==> src/nvrs_pkg.sv <==
// ----------------------------------------------------------------------------
// nvrs_pkg
// Shared types and constants of the nearest-value request scheduler.
// ----------------------------------------------------------------------------
package nvrs_pkg;

  localparam int DEF_MAX_ENTRIES    = 16;
  localparam int DEF_MAX_REQUESTERS = 16;

  localparam int OWNER_W = 4;
  localparam int POS_W   = 10;
  localparam int CFG_W   = 5;
  localparam int CFG_IDX_W = 2;
  localparam int LAST_W  = POS_W + 1;

  localparam int IN_TDATA_W  = 16;
  localparam int OUT_TDATA_W = 16;

  // Configuration register indexes.
  localparam logic [CFG_IDX_W-1:0] CFG_IDX_CAPACITY  = 2'd0;
  localparam logic [CFG_IDX_W-1:0] CFG_IDX_REQ_COUNT = 2'd1;

  localparam logic [CFG_W-1:0] CAPACITY_RESET  = 5'd4;
  localparam logic [CFG_W-1:0] REQ_COUNT_RESET = 5'd16;

  // Input kinds carried on tuser.
  localparam logic MODE_POST   = 1'b0;
  localparam logic MODE_FINISH = 1'b1;

  typedef struct packed {
    logic [OWNER_W-1:0] owner;
    logic [POS_W-1:0]   position;
  } entry_t;

  typedef struct packed {
    logic [CFG_W-1:0] capacity;
    logic             live_load;
    logic [CFG_W-1:0] live_value;
  } cfg_ctrl_t;

  typedef struct packed {
    logic   valid;
    logic   last;
    entry_t entry;
  } serve_t;

endpackage

==> src/nvrs_table.sv <==
// ----------------------------------------------------------------------------
// nvrs_table
// Pending request table: one write port, one read port, registered read data.
// ----------------------------------------------------------------------------
module nvrs_table #(
  parameter int DEPTH = nvrs_pkg::DEF_MAX_ENTRIES
) (
  input  logic                      clk,
  input  logic                      we,
  input  logic [$clog2(DEPTH)-1:0]  waddr,
  input  nvrs_pkg::entry_t          wdata,
  input  logic [$clog2(DEPTH)-1:0]  raddr,
  output nvrs_pkg::entry_t          rdata
);
  import nvrs_pkg::*;

  entry_t mem [DEPTH];

  always_ff @(posedge clk) begin
    if (we) begin
      mem[waddr] <= wdata;
    end
    rdata <= mem[raddr];
  end

endmodule

==> src/nvrs_ctrl.sv <==
// ----------------------------------------------------------------------------
// nvrs_ctrl
// Sequencer: inserts requests, counts finishing requesters down, scans the
// table for the nearest entry, emits it and closes the gap it leaves.
// ----------------------------------------------------------------------------
module nvrs_ctrl #(
  parameter int MAX_ENTRIES    = nvrs_pkg::DEF_MAX_ENTRIES,
  parameter int MAX_REQUESTERS = nvrs_pkg::DEF_MAX_REQUESTERS
) (
  input  logic                            clk,
  input  logic                            rst_n,
  input  logic                            in_valid,
  output logic                            in_ready,
  input  logic                            in_mode,
  input  nvrs_pkg::entry_t                in_entry,
  input  nvrs_pkg::cfg_ctrl_t             cfg,
  input  logic                            out_free,
  output nvrs_pkg::serve_t                serve,
  output logic                            mem_we,
  output logic [$clog2(MAX_ENTRIES)-1:0]  mem_waddr,
  output nvrs_pkg::entry_t                mem_wdata,
  output logic [$clog2(MAX_ENTRIES)-1:0]  mem_raddr,
  input  nvrs_pkg::entry_t                mem_rdata
);
  import nvrs_pkg::*;

  localparam int IDX_W  = $clog2(MAX_ENTRIES);
  localparam int CNT_W  = $clog2(MAX_ENTRIES + 1);
  localparam int LIVE_W = $clog2(MAX_REQUESTERS + 1);
  localparam int MAX_CL = (CNT_W > LIVE_W) ? CNT_W : LIVE_W;
  localparam int CMP_W  = (MAX_CL > CFG_W) ? MAX_CL : CFG_W;
  localparam int DIST_W = POS_W + 1;

  localparam logic [2:0] ST_IDLE  = 3'd0;
  localparam logic [2:0] ST_CHECK = 3'd1;
  localparam logic [2:0] ST_SCAN  = 3'd2;
  localparam logic [2:0] ST_EMIT  = 3'd3;
  localparam logic [2:0] ST_SHIFT = 3'd4;

  logic [2:0]        state_r, state_nxt;
  logic [CNT_W-1:0]  count_r, count_nxt;
  logic [LIVE_W-1:0] live_r, live_nxt;
  logic [LAST_W-1:0] last_served_r, last_served_nxt;
  logic [IDX_W-1:0]  idx_r, idx_nxt;
  logic [IDX_W-1:0]  best_idx_r, best_idx_nxt;
  logic [DIST_W-1:0] best_d_r, best_d_nxt;
  entry_t            best_ent_r, best_ent_nxt;

  logic [LIVE_W-1:0] live_load_val;
  logic [CMP_W-1:0]  cap_eff, thr, cnt_ext, cnt_m1_ext;
  logic              serve_now, more_after;
  logic signed [DIST_W:0] diff;
  logic [DIST_W-1:0] seek_dist;
  logic              take;

  // Saturated live count for a requester_count load.
  assign live_load_val = (32'(cfg.live_value) > MAX_REQUESTERS) ?
                         LIVE_W'(MAX_REQUESTERS) : LIVE_W'(cfg.live_value);

  // Serving threshold: min(live, clamped capacity).
  always_comb begin
    if (cfg.capacity == '0) begin
      cap_eff = CMP_W'(1);
    end else if (32'(cfg.capacity) > MAX_ENTRIES) begin
      cap_eff = CMP_W'(MAX_ENTRIES);
    end else begin
      cap_eff = CMP_W'(cfg.capacity);
    end
    thr = (CMP_W'(live_r) < cap_eff) ? CMP_W'(live_r) : cap_eff;
  end

  assign cnt_ext    = CMP_W'(count_r);
  assign cnt_m1_ext = CMP_W'(count_r - CNT_W'(1));
  assign serve_now  = (count_r != '0) && (cnt_ext >= thr);
  assign more_after = (cnt_m1_ext != '0) && (cnt_m1_ext >= thr);

  // Exact distance of the returned entry to the last served position.
  assign diff = $signed({2'b00, mem_rdata.position}) -
                $signed({last_served_r[LAST_W-1], last_served_r});
  assign seek_dist = diff[DIST_W] ? DIST_W'(-diff) : diff[DIST_W-1:0];
  assign take = (idx_r == '0) || (seek_dist < best_d_r);

  assign in_ready = (state_r == ST_IDLE);

  always_comb begin
    state_nxt       = state_r;
    count_nxt       = count_r;
    live_nxt        = live_r;
    last_served_nxt = last_served_r;
    idx_nxt         = idx_r;
    best_idx_nxt    = best_idx_r;
    best_d_nxt      = best_d_r;
    best_ent_nxt    = best_ent_r;
    serve           = '0;
    mem_we          = 1'b0;
    mem_waddr       = idx_r;
    mem_wdata       = mem_rdata;
    mem_raddr       = idx_r + IDX_W'(1);

    unique case (state_r)
      ST_IDLE: begin
        if (in_valid) begin
          if (in_mode == MODE_POST) begin
            if (live_r != '0 && 32'(count_r) < MAX_ENTRIES) begin
              mem_we    = 1'b1;
              mem_waddr = count_r[IDX_W-1:0];
              mem_wdata = in_entry;
              count_nxt = count_r + CNT_W'(1);
              state_nxt = ST_CHECK;
            end
          end else if (live_r != '0) begin
            live_nxt  = live_r - LIVE_W'(1);
            state_nxt = ST_CHECK;
          end
        end
      end
      ST_CHECK: begin
        mem_raddr = '0;
        idx_nxt   = '0;
        state_nxt = serve_now ? ST_SCAN : ST_IDLE;
      end
      ST_SCAN: begin
        if (take) begin
          best_idx_nxt = idx_r;
          best_d_nxt   = seek_dist;
          best_ent_nxt = mem_rdata;
        end
        if (CNT_W'(idx_r) + CNT_W'(1) == count_r) begin
          state_nxt = ST_EMIT;
        end else begin
          idx_nxt = idx_r + IDX_W'(1);
        end
      end
      ST_EMIT: begin
        mem_raddr = best_idx_r + IDX_W'(1);
        if (out_free) begin
          serve.valid     = 1'b1;
          serve.last      = !more_after;
          serve.entry     = best_ent_r;
          last_served_nxt = {1'b0, best_ent_r.position};
          if (CNT_W'(best_idx_r) + CNT_W'(1) < count_r) begin
            idx_nxt   = best_idx_r;
            state_nxt = ST_SHIFT;
          end else begin
            count_nxt = count_r - CNT_W'(1);
            state_nxt = ST_CHECK;
          end
        end
      end
      ST_SHIFT: begin
        // Entry idx_r+1 has arrived; move it down one place.
        mem_we    = 1'b1;
        mem_waddr = idx_r;
        mem_wdata = mem_rdata;
        mem_raddr = idx_r + IDX_W'(2);
        if (CNT_W'(idx_r) + CNT_W'(2) == count_r) begin
          count_nxt = count_r - CNT_W'(1);
          state_nxt = ST_CHECK;
        end else begin
          idx_nxt = idx_r + IDX_W'(1);
        end
      end
      default: begin
        state_nxt = ST_IDLE;
      end
    endcase

    if (cfg.live_load) begin
      live_nxt = live_load_val;
    end
  end

  always_ff @(posedge clk) begin
    if (!rst_n) begin
      state_r       <= ST_IDLE;
      count_r       <= '0;
      live_r        <= (32'(REQ_COUNT_RESET) > MAX_REQUESTERS) ?
                       LIVE_W'(MAX_REQUESTERS) : LIVE_W'(REQ_COUNT_RESET);
      last_served_r <= '1;
    end else begin
      state_r       <= state_nxt;
      count_r       <= count_nxt;
      live_r        <= live_nxt;
      last_served_r <= last_served_nxt;
    end
  end

  always_ff @(posedge clk) begin
    idx_r      <= idx_nxt;
    best_idx_r <= best_idx_nxt;
    best_d_r   <= best_d_nxt;
    best_ent_r <= best_ent_nxt;
  end

  a_count_bound : assert property (@(posedge clk) disable iff (!rst_n)
    32'(count_r) <= MAX_ENTRIES)
    else $error("pending count above table depth");

  a_live_bound : assert property (@(posedge clk) disable iff (!rst_n)
    32'(live_r) <= MAX_REQUESTERS)
    else $error("live count above requester limit");

  a_serve_free : assert property (@(posedge clk) disable iff (!rst_n)
    serve.valid |-> out_free)
    else $error("serve issued while output register occupied");

  a_shift_in_table : assert property (@(posedge clk) disable iff (!rst_n)
    (state_r == ST_SHIFT) |-> (CNT_W'(mem_waddr) + CNT_W'(1) < count_r))
    else $error("compaction write outside the pending table");

  a_serve_leaves_check : assert property (@(posedge clk) disable iff (!rst_n)
    (serve.valid && (state_r == ST_EMIT) &&
     (CNT_W'(best_idx_r) + CNT_W'(1) == count_r)) |=> (state_r == ST_CHECK))
    else $error("serve of the newest entry did not return to the check");

endmodule

==> src/nearest_value_request_scheduler_top.sv <==
// ----------------------------------------------------------------------------
// nearest_value_request_scheduler_top
// Shortest-seek-first request table with streaming ports.
// ----------------------------------------------------------------------------
// Each input transaction either posts a request (owner id and a position from
// 0 to 1023) or reports that a requester has finished. After each accepted
// transaction the block serves entries for as long as the table holds at
// least min(live requesters, capacity) entries; each serve picks the entry
// nearest the last served position (which starts at -1), the oldest entry on
// a tie, and emits it as one output transaction, the last one for that input
// carrying tlast. Once the live count reaches zero the table drains. All
// requests sit in one single-port-read, single-port-write table with
// registered read data, so the work is sequential: every serve runs a check
// step, a scan step per pending entry, an emit step and a compaction step
// for each entry newer than the winner. Input is taken only while no serve
// is in progress; the output register lets the next transaction in while
// the final result still waits to be taken, and a stalled output stalls the
// scheduler in its emit step. Configuration writes are always accepted and
// are meant to be made while the block is idle; writing requester_count
// reloads the live count.
// ----------------------------------------------------------------------------
module nearest_value_request_scheduler_top #(
  parameter int MAX_ENTRIES    = nvrs_pkg::DEF_MAX_ENTRIES,
  parameter int MAX_REQUESTERS = nvrs_pkg::DEF_MAX_REQUESTERS
) (
  input  logic                               clk,
  input  logic                               rst_n,
  // Input stream.
  input  logic                               in_tvalid,
  output logic                               in_tready,
  // tdata, from bit 0: requester [3:0], position [13:4], zero padding [15:14].
  input  logic [nvrs_pkg::IN_TDATA_W-1:0]    in_tdata,
  // tuser: mode (0 post, 1 finish).
  input  logic                               in_tuser,
  // Result stream.
  output logic                               out_tvalid,
  input  logic                               out_tready,
  // tdata, from bit 0: served_requester [3:0], served_position [13:4],
  // zero padding [15:14].
  output logic [nvrs_pkg::OUT_TDATA_W-1:0]   out_tdata,
  // tlast: last_of_run.
  output logic                               out_tlast,
  // Configuration write channel.
  input  logic                               cfg_valid,
  output logic                               cfg_ready,
  input  logic [nvrs_pkg::CFG_IDX_W-1:0]     cfg_index,
  input  logic [nvrs_pkg::CFG_W-1:0]         cfg_data
);
  import nvrs_pkg::*;

  localparam int IDX_W = $clog2(MAX_ENTRIES);

  logic [CFG_W-1:0] capacity_r;
  logic             cfg_write;
  cfg_ctrl_t        cfg;
  entry_t           in_entry;
  serve_t           serve;
  logic             out_free;

  logic             out_valid_r;
  entry_t           out_entry_r;
  logic             out_last_r;

  logic             mem_we;
  logic [IDX_W-1:0] mem_waddr;
  entry_t           mem_wdata;
  logic [IDX_W-1:0] mem_raddr;
  entry_t           mem_rdata;

  // Configuration: capacity is held here, requester_count is a live-count load.
  assign cfg_ready = 1'b1;
  assign cfg_write = cfg_valid && cfg_ready;

  always_ff @(posedge clk) begin
    if (!rst_n) begin
      capacity_r <= CAPACITY_RESET;
    end else if (cfg_write && cfg_index == CFG_IDX_CAPACITY) begin
      capacity_r <= cfg_data;
    end
  end

  assign cfg.capacity   = capacity_r;
  assign cfg.live_load  = cfg_write && (cfg_index == CFG_IDX_REQ_COUNT);
  assign cfg.live_value = cfg_data;

  assign in_entry.owner    = in_tdata[OWNER_W-1:0];
  assign in_entry.position = in_tdata[OWNER_W+POS_W-1:OWNER_W];

  nvrs_table #(
    .DEPTH (MAX_ENTRIES)
  ) u_table (
    .clk   (clk),
    .we    (mem_we),
    .waddr (mem_waddr),
    .wdata (mem_wdata),
    .raddr (mem_raddr),
    .rdata (mem_rdata)
  );

  nvrs_ctrl #(
    .MAX_ENTRIES    (MAX_ENTRIES),
    .MAX_REQUESTERS (MAX_REQUESTERS)
  ) u_ctrl (
    .clk       (clk),
    .rst_n     (rst_n),
    .in_valid  (in_tvalid),
    .in_ready  (in_tready),
    .in_mode   (in_tuser),
    .in_entry  (in_entry),
    .cfg       (cfg),
    .out_free  (out_free),
    .serve     (serve),
    .mem_we    (mem_we),
    .mem_waddr (mem_waddr),
    .mem_wdata (mem_wdata),
    .mem_raddr (mem_raddr),
    .mem_rdata (mem_rdata)
  );

  // Output register: it may be reloaded in the cycle its transaction completes.
  assign out_free = !out_valid_r || out_tready;

  always_ff @(posedge clk) begin
    if (!rst_n) begin
      out_valid_r <= 1'b0;
    end else if (serve.valid) begin
      out_valid_r <= 1'b1;
    end else if (out_tready) begin
      out_valid_r <= 1'b0;
    end
  end

  always_ff @(posedge clk) begin
    if (serve.valid) begin
      out_entry_r <= serve.entry;
      out_last_r  <= serve.last;
    end
  end

  assign out_tvalid = out_valid_r;
  assign out_tdata  = {(OUT_TDATA_W - OWNER_W - POS_W)'(0),
                       out_entry_r.position, out_entry_r.owner};
  assign out_tlast  = out_last_r;

endmodule

==> config.mk <==
export PLATFORM = sky130hd
export DESIGN_NAME = nearest_value_request_scheduler_top
export DESIGN_NICKNAME = d
export VERILOG_FILES = /design/src/nvrs_pkg.sv /design/src/nvrs_table.sv /design/src/nvrs_ctrl.sv /design/src/nearest_value_request_scheduler_top.sv
export SDC_FILE = /design/constraint.sdc
export NUM_CORES = 1
export LEC_CHECK = 0
export BUFFER_PORTS_ARGS = -buffer_cell sky130_fd_sc_hd__buf_4
export CAP_MARGIN = 40
export CELL_PAD_IN_SITES_DETAIL_PLACEMENT = 2
export CELL_PAD_IN_SITES_GLOBAL_PLACEMENT = 2
export CORE_ASPECT_RATIO = 1.4
export CORE_UTILIZATION = 49
export CTS_CLUSTER_SIZE = 14
export DETAILED_ROUTE_END_ITERATION = 16
export PLACE_DENSITY_LB_ADDON = 0.1
export SLEW_MARGIN = 20
export SYNTH_ARGS = -nofsm -noshare
export SYNTH_HDL_FRONTEND = slang
export SYNTH_SLANG_ARGS = --single-unit
==> constraint.sdc <==
create_clock -name clk -period 12.2 [get_ports clk]
set_input_delay 1.22 -clock clk [delete_from_list [all_inputs] [get_ports clk]]
set_output_delay 1.22 -clock clk [all_outputs]
set_load 0.05 [all_outputs]
==> summary.md <==
| Metric | Value |
|---|---|
| Critical path endpoint category | `flip-flop` |
| Clock Skew | `approximately 0.012 ns` |
| Highest cell delay on the worst timing path | `0.63 ns` |
| Detailed-route via count | `8,365` |
| Num ports | `around 50` |
| Asr flop ratio synth | `0%` |
| Post-route clock period utilization | `around two fifths` |
| Vias per inst | `approximately 6` |
| Number of global-route vias before repair | `about 9,500` |
| Antenna cells | `0` |
| Worst hold path type | `reg2reg` |
| Largest cells by area after synthesis | `sky130_fd_sc_hd__edfxtp_1 58%, sky130_fd_sc_hd__mux4_2 8.9%, sky130_fd_sc_hd__dfxtp_1 6.2%` |
| Area share of the largest cell type after synthesis | `a little under three fifths` |
| Remaining global-route overflow | `0` |
| Filler instances | `between 2,000 and 2,500` |
| Startpoint of the worst setup timing path | `u_table.rdata[4]` |
| Maximum clock insertion buffer count | `3` |
| Total track usage | `28.4%` |
| Post-CTS Hold Buffers | `0` |
| Initial standard-cell utilization of the core | `between 40% and 50%` |
| Cell area reported after detailed placement | `around 15,000 µm²` |
| Post-CTS clock slew at the launch and capture registers of the worst setup and hold paths | `0.07 ns` |
| Proportion of power drawn by the clock network | `between 30% and 40%` |
| Number of antenna violations at the first check in global routing | `0` |
| Wire length of the first global-routing pass | `slightly above 60,000 µm` |
| Final number of hold-violating endpoints | `0` |
| Total negative slack | `0 ns` |
| Growth of design area from synthesis to finish | `13.9%` |
| Library cell appearing most often on the critical path | `sky130_fd_sc_hd__o21a_1` |
| Design area | `between 15,000 and 20,000 µm²` |
| Number of flip-flops and latches in the synthesized netlist | `approximately 320` |
| Total number of yosys warnings | `0` |
| Count of antenna-violating nets left after detailed routing | `0` |
| Max-cap check violation count | `0` |
| Port bufs | `43` |
| Relative slew slack | `41.7%` |
| # Post-CTS Setup Buffers | `0` |
| Cell Count, Final, Fillers Out | `around 1,400` |
| Static leakage | `5.91 nW` |
| Unrepaired setup endpoints after global routing | `false` |
| Total internal power | `2.09 mW` |
| Sw frac | `26.7%` |
| Worst reg2reg path startpoint | `u_table.rdata[4]` |
| Maximum resistive drop on vdd | `~0.14 mV` |
| Core Box Area | `28,400 µm²` |
| Register share of total power | `46.6%` |
| Critical path fanouts, max | `15` |
| Fraction of layout cells with a size suffix above 1 | `a little over a fifth` |
| # nets final | `1,069` |
| Critical hold path startpoint | `u_table.rdata[10]` |
| Switching power | `760 µW` |
| Post-Syn Area | `roughly 14,000 µm²` |
| Placer's final routability congestion estimate | `0.848` |
| End-of-flow core utilization | `56.8%` |
| Final-report setup violation count | `0` |
| Residual DRC | `0` |
| Crit Path Class | `reg2reg` |
| Insertion delay of the later-clocked pin in the worst-skew pair | `roughly 0.58 ns` |
| Outcome | `completed` |
| Starting DRC count in detailed routing | `approximately 430` |
| Combinational power share | `17.2%` |
| CTS Root Cell | `sky130_fd_sc_hd__clkbuf_16` |
| Total instance count after detailed placement | `1,334` |
| Worst hold slack | `about 0.5 ns` |
| Cells traversed along the worst timing path | `ha_1, o21a_1, o21ai_0, a21oi_1, o41ai_2, o21a_1, nand2_1, o21ai_0, ha_1, a21boi_0, o21a_1, o21a_1, o211ai_1, a21oi_1, a211o_1, a31oi_4, buf_16` |
| Die Span X | `approximately 150 µm` |
| Area of the die | `between 20,000 and 30,000 µm²` |
| Maximum number of pins on one net before global-route repair | `57` |
| Num CTS Buffers | `31` |
| Worst Reg2Reg Path Length in Cells | `17` |
| Measured slew at the worst slew-check pin | `0.873 ns` |
| Drt wl/cell | `28.9 µm` |
| Number of flops mapped to enable cells by yosys | `approximately 270` |
| Total Routed Length | `40,300 µm` |
| Part of the Yosys area used for sequential elements | `a little under two thirds` |
| Clock tree from TritonCTS | `done` |
| Arrival time of data at the critical path endpoint | `approximately 5.3 ns` |
| Number of instances in the synthesized netlist | `a little over 900` |
| Startpoint kind of the worst setup timing path | `flip-flop` |
| Max stage delay cell, worst path | `sky130_fd_sc_hd__a31oi_4` |
| Dominant cell type by area after synthesis | `sky130_fd_sc_hd__edfxtp_1` |
| Maximum level of the CTS H-tree | `1` |
| Rows | `73` |
| Post-DP HPWL | `25,400 µm` |
| Cell depth of the worst hold path | `0` |
| Post-cts resize count | `0` |
| Maximum frequency from static timing analysis | `approximately 200 MHz` |
| Min Tclk post-route | `between 5 and 6 ns` |
| Required time of the worst setup path | `12.49 ns` |
| Sink count of the clock tree | `about 320` |
| Number of iterations in the first detailed-routing pass | `4` |
| Average instance area after synthesis | `~15 µm²` |
| Final Max Tran Viols | `0` |
| Library cells used by synthesis | `72` |
| Pwr Density | `roughly 180 nW/µm²` |
| Top_reg_cell synth | `sky130_fd_sc_hd__edfxtp_1` |
| Vertical die dimension | `slightly above 200 µm` |
critical path: cells and delay by family (launching register included):
| kind | cells | cell delay [ns] |
|---|---|---|
| AND/OR/NAND/NOR | 1 | 0.09 |
| flip-flops | 1 | 0.48 |
| adder cells (fa/ha/maj) | 2 | 0.66 |
| buffers and inverters | 1 | 0.23 |
| AO/OA/AOI/OAI | 13 | 3.27 |
through the flow:
stage,total power [mW],setup slack (ns)
2_1_floorplan,1.67,7.22
3_3_place_gp,1.78,7.22
3_5_place_dp,1.83,7.19
4_1_cts,2.87,7.10
5_1_grt,2.95,6.79
6_report,2.85,7.16
per-layer routing:
metal | part of all wire, % | routed length [µm] | vias up | global-route usage, %
met5 | 0 | 0 | - | 0
met4 | 2.5 | 1010 | 0 | 9.32
li1 | - | - | 3705 | -
met1 | 37 | 15000 | 4402 | 32.9
met2 | 56 | 22700 | 194 | 54.6
met3 | 3.9 | 1550 | 64 | 2.93
cell usage after synthesis, types with 14 or more instances:
| library cell | count |
|---|---|
| sky130_fd_sc_hd__a21oi_1 | 28 |
| sky130_fd_sc_hd__and3_1 | 19 |
| sky130_fd_sc_hd__buf_2 | 14 |
| sky130_fd_sc_hd__dfxtp_1 | 44 |
| sky130_fd_sc_hd__edfxtp_1 | 272 |
| sky130_fd_sc_hd__ha_1 | 44 |
| sky130_fd_sc_hd__inv_1 | 43 |
| sky130_fd_sc_hd__mux2_2 | 17 |
| sky130_fd_sc_hd__mux2i_1 | 51 |
| sky130_fd_sc_hd__mux4_2 | 56 |
| sky130_fd_sc_hd__nand2_1 | 42 |
| sky130_fd_sc_hd__nor2_1 | 46 |
| sky130_fd_sc_hd__nor3_1 | 16 |
| sky130_fd_sc_hd__o21ai_0 | 29 |
| sky130_fd_sc_hd__xnor2_1 | 21 |
path summary, 6_finish.rpt:
kind,slack [ns],end
setup reg to reg,7.16,u_ctrl.best_ent_r[9]
setup / recovery,7.16,u_ctrl.best_ent_r[9]
hold reg to reg,0.50,u_ctrl.best_ent_r[10]
hold / removal,0.50,u_ctrl.best_ent_r[10]
power groups by stage:
stage          Sequential [mW]  Clock [mW]  Combinational, mW
2_1_floorplan             1.32           0              0.354
3_3_place_gp              1.34           0              0.432
3_5_place_dp              1.35           0              0.482
4_1_cts                   1.33        1.05              0.495
5_1_grt                   1.33        1.08              0.536
6_report                  1.33        1.03              0.489
cell families after synthesis:
kind of cell,count (synthesis),synth area share [%]
other,2,0.0530
flip-flops,316,63.8
AO/OA/AOI/OAI,133,6.26
multiplexers,125,13.9
adder cells (fa/ha/maj),46,4.10
XOR/XNOR,34,2.10
buffers and inverters,87,2.98
AND/OR/NAND/NOR,188,6.74
flip-flops by register name (all words and copies together) (netlist names):
register,cells
u_ctrl.cnt_ext,5
u_ctrl.last_served_r,11
u_ctrl.best_d_r,11
out_tvalid,1
u_table.rdata,14
capacity_r,5
out_tdata,14
u_table.mem,224
u_ctrl.best_ent_r,14
u_ctrl.best_idx_r,4
u_ctrl.live_r,5
u_ctrl.idx_r,4
u_ctrl.state_r,3
out_tlast,1
cells in the final DEF, fill, tap and decap left out, types with 7 or more instances in the layout:
master,count
sky130_fd_sc_hd__clkinv_2,7
sky130_fd_sc_hd__bufinv_16,7
sky130_fd_sc_hd__ha_1,44
sky130_fd_sc_hd__or2_2,10
sky130_fd_sc_hd__a21oi_1,26
sky130_fd_sc_hd__and3_1,19
sky130_fd_sc_hd__xnor2_1,21
sky130_fd_sc_hd__nand2_1,42
sky130_fd_sc_hd__clkbuf_16,31
sky130_fd_sc_hd__edfxtp_1,272
sky130_fd_sc_hd__nor2_1,46
sky130_fd_sc_hd__clkinv_1,8
sky130_fd_sc_hd__a31oi_1,12
sky130_fd_sc_hd__nor2b_1,13
sky130_fd_sc_hd__mux2_2,17
sky130_fd_sc_hd__buf_4,65
sky130_fd_sc_hd__nand3_1,10
sky130_fd_sc_hd__dfxtp_1,44
sky130_fd_sc_hd__nor3_1,16
sky130_fd_sc_hd__inv_1,43
sky130_fd_sc_hd__o211ai_1,10
sky130_fd_sc_hd__o21ai_0,28
sky130_fd_sc_hd__mux2i_1,51
sky130_fd_sc_hd__xor2_1,13
sky130_fd_sc_hd__mux4_2,56
final cells by class:
class	count	area, µm²	area share (%)
Tap cell	375	469	2.91
Timing Repair Buffer	71	598	3.70
Sequential cell	316	9050	56.0
Inverter	46	173	1.07
Clock inverter	23	304	1.88
Multi-Input combinational cell	529	4770	29.5
Clock buffer	34	787	4.87
Note: power is estimated with default switching activity, not from simulation.
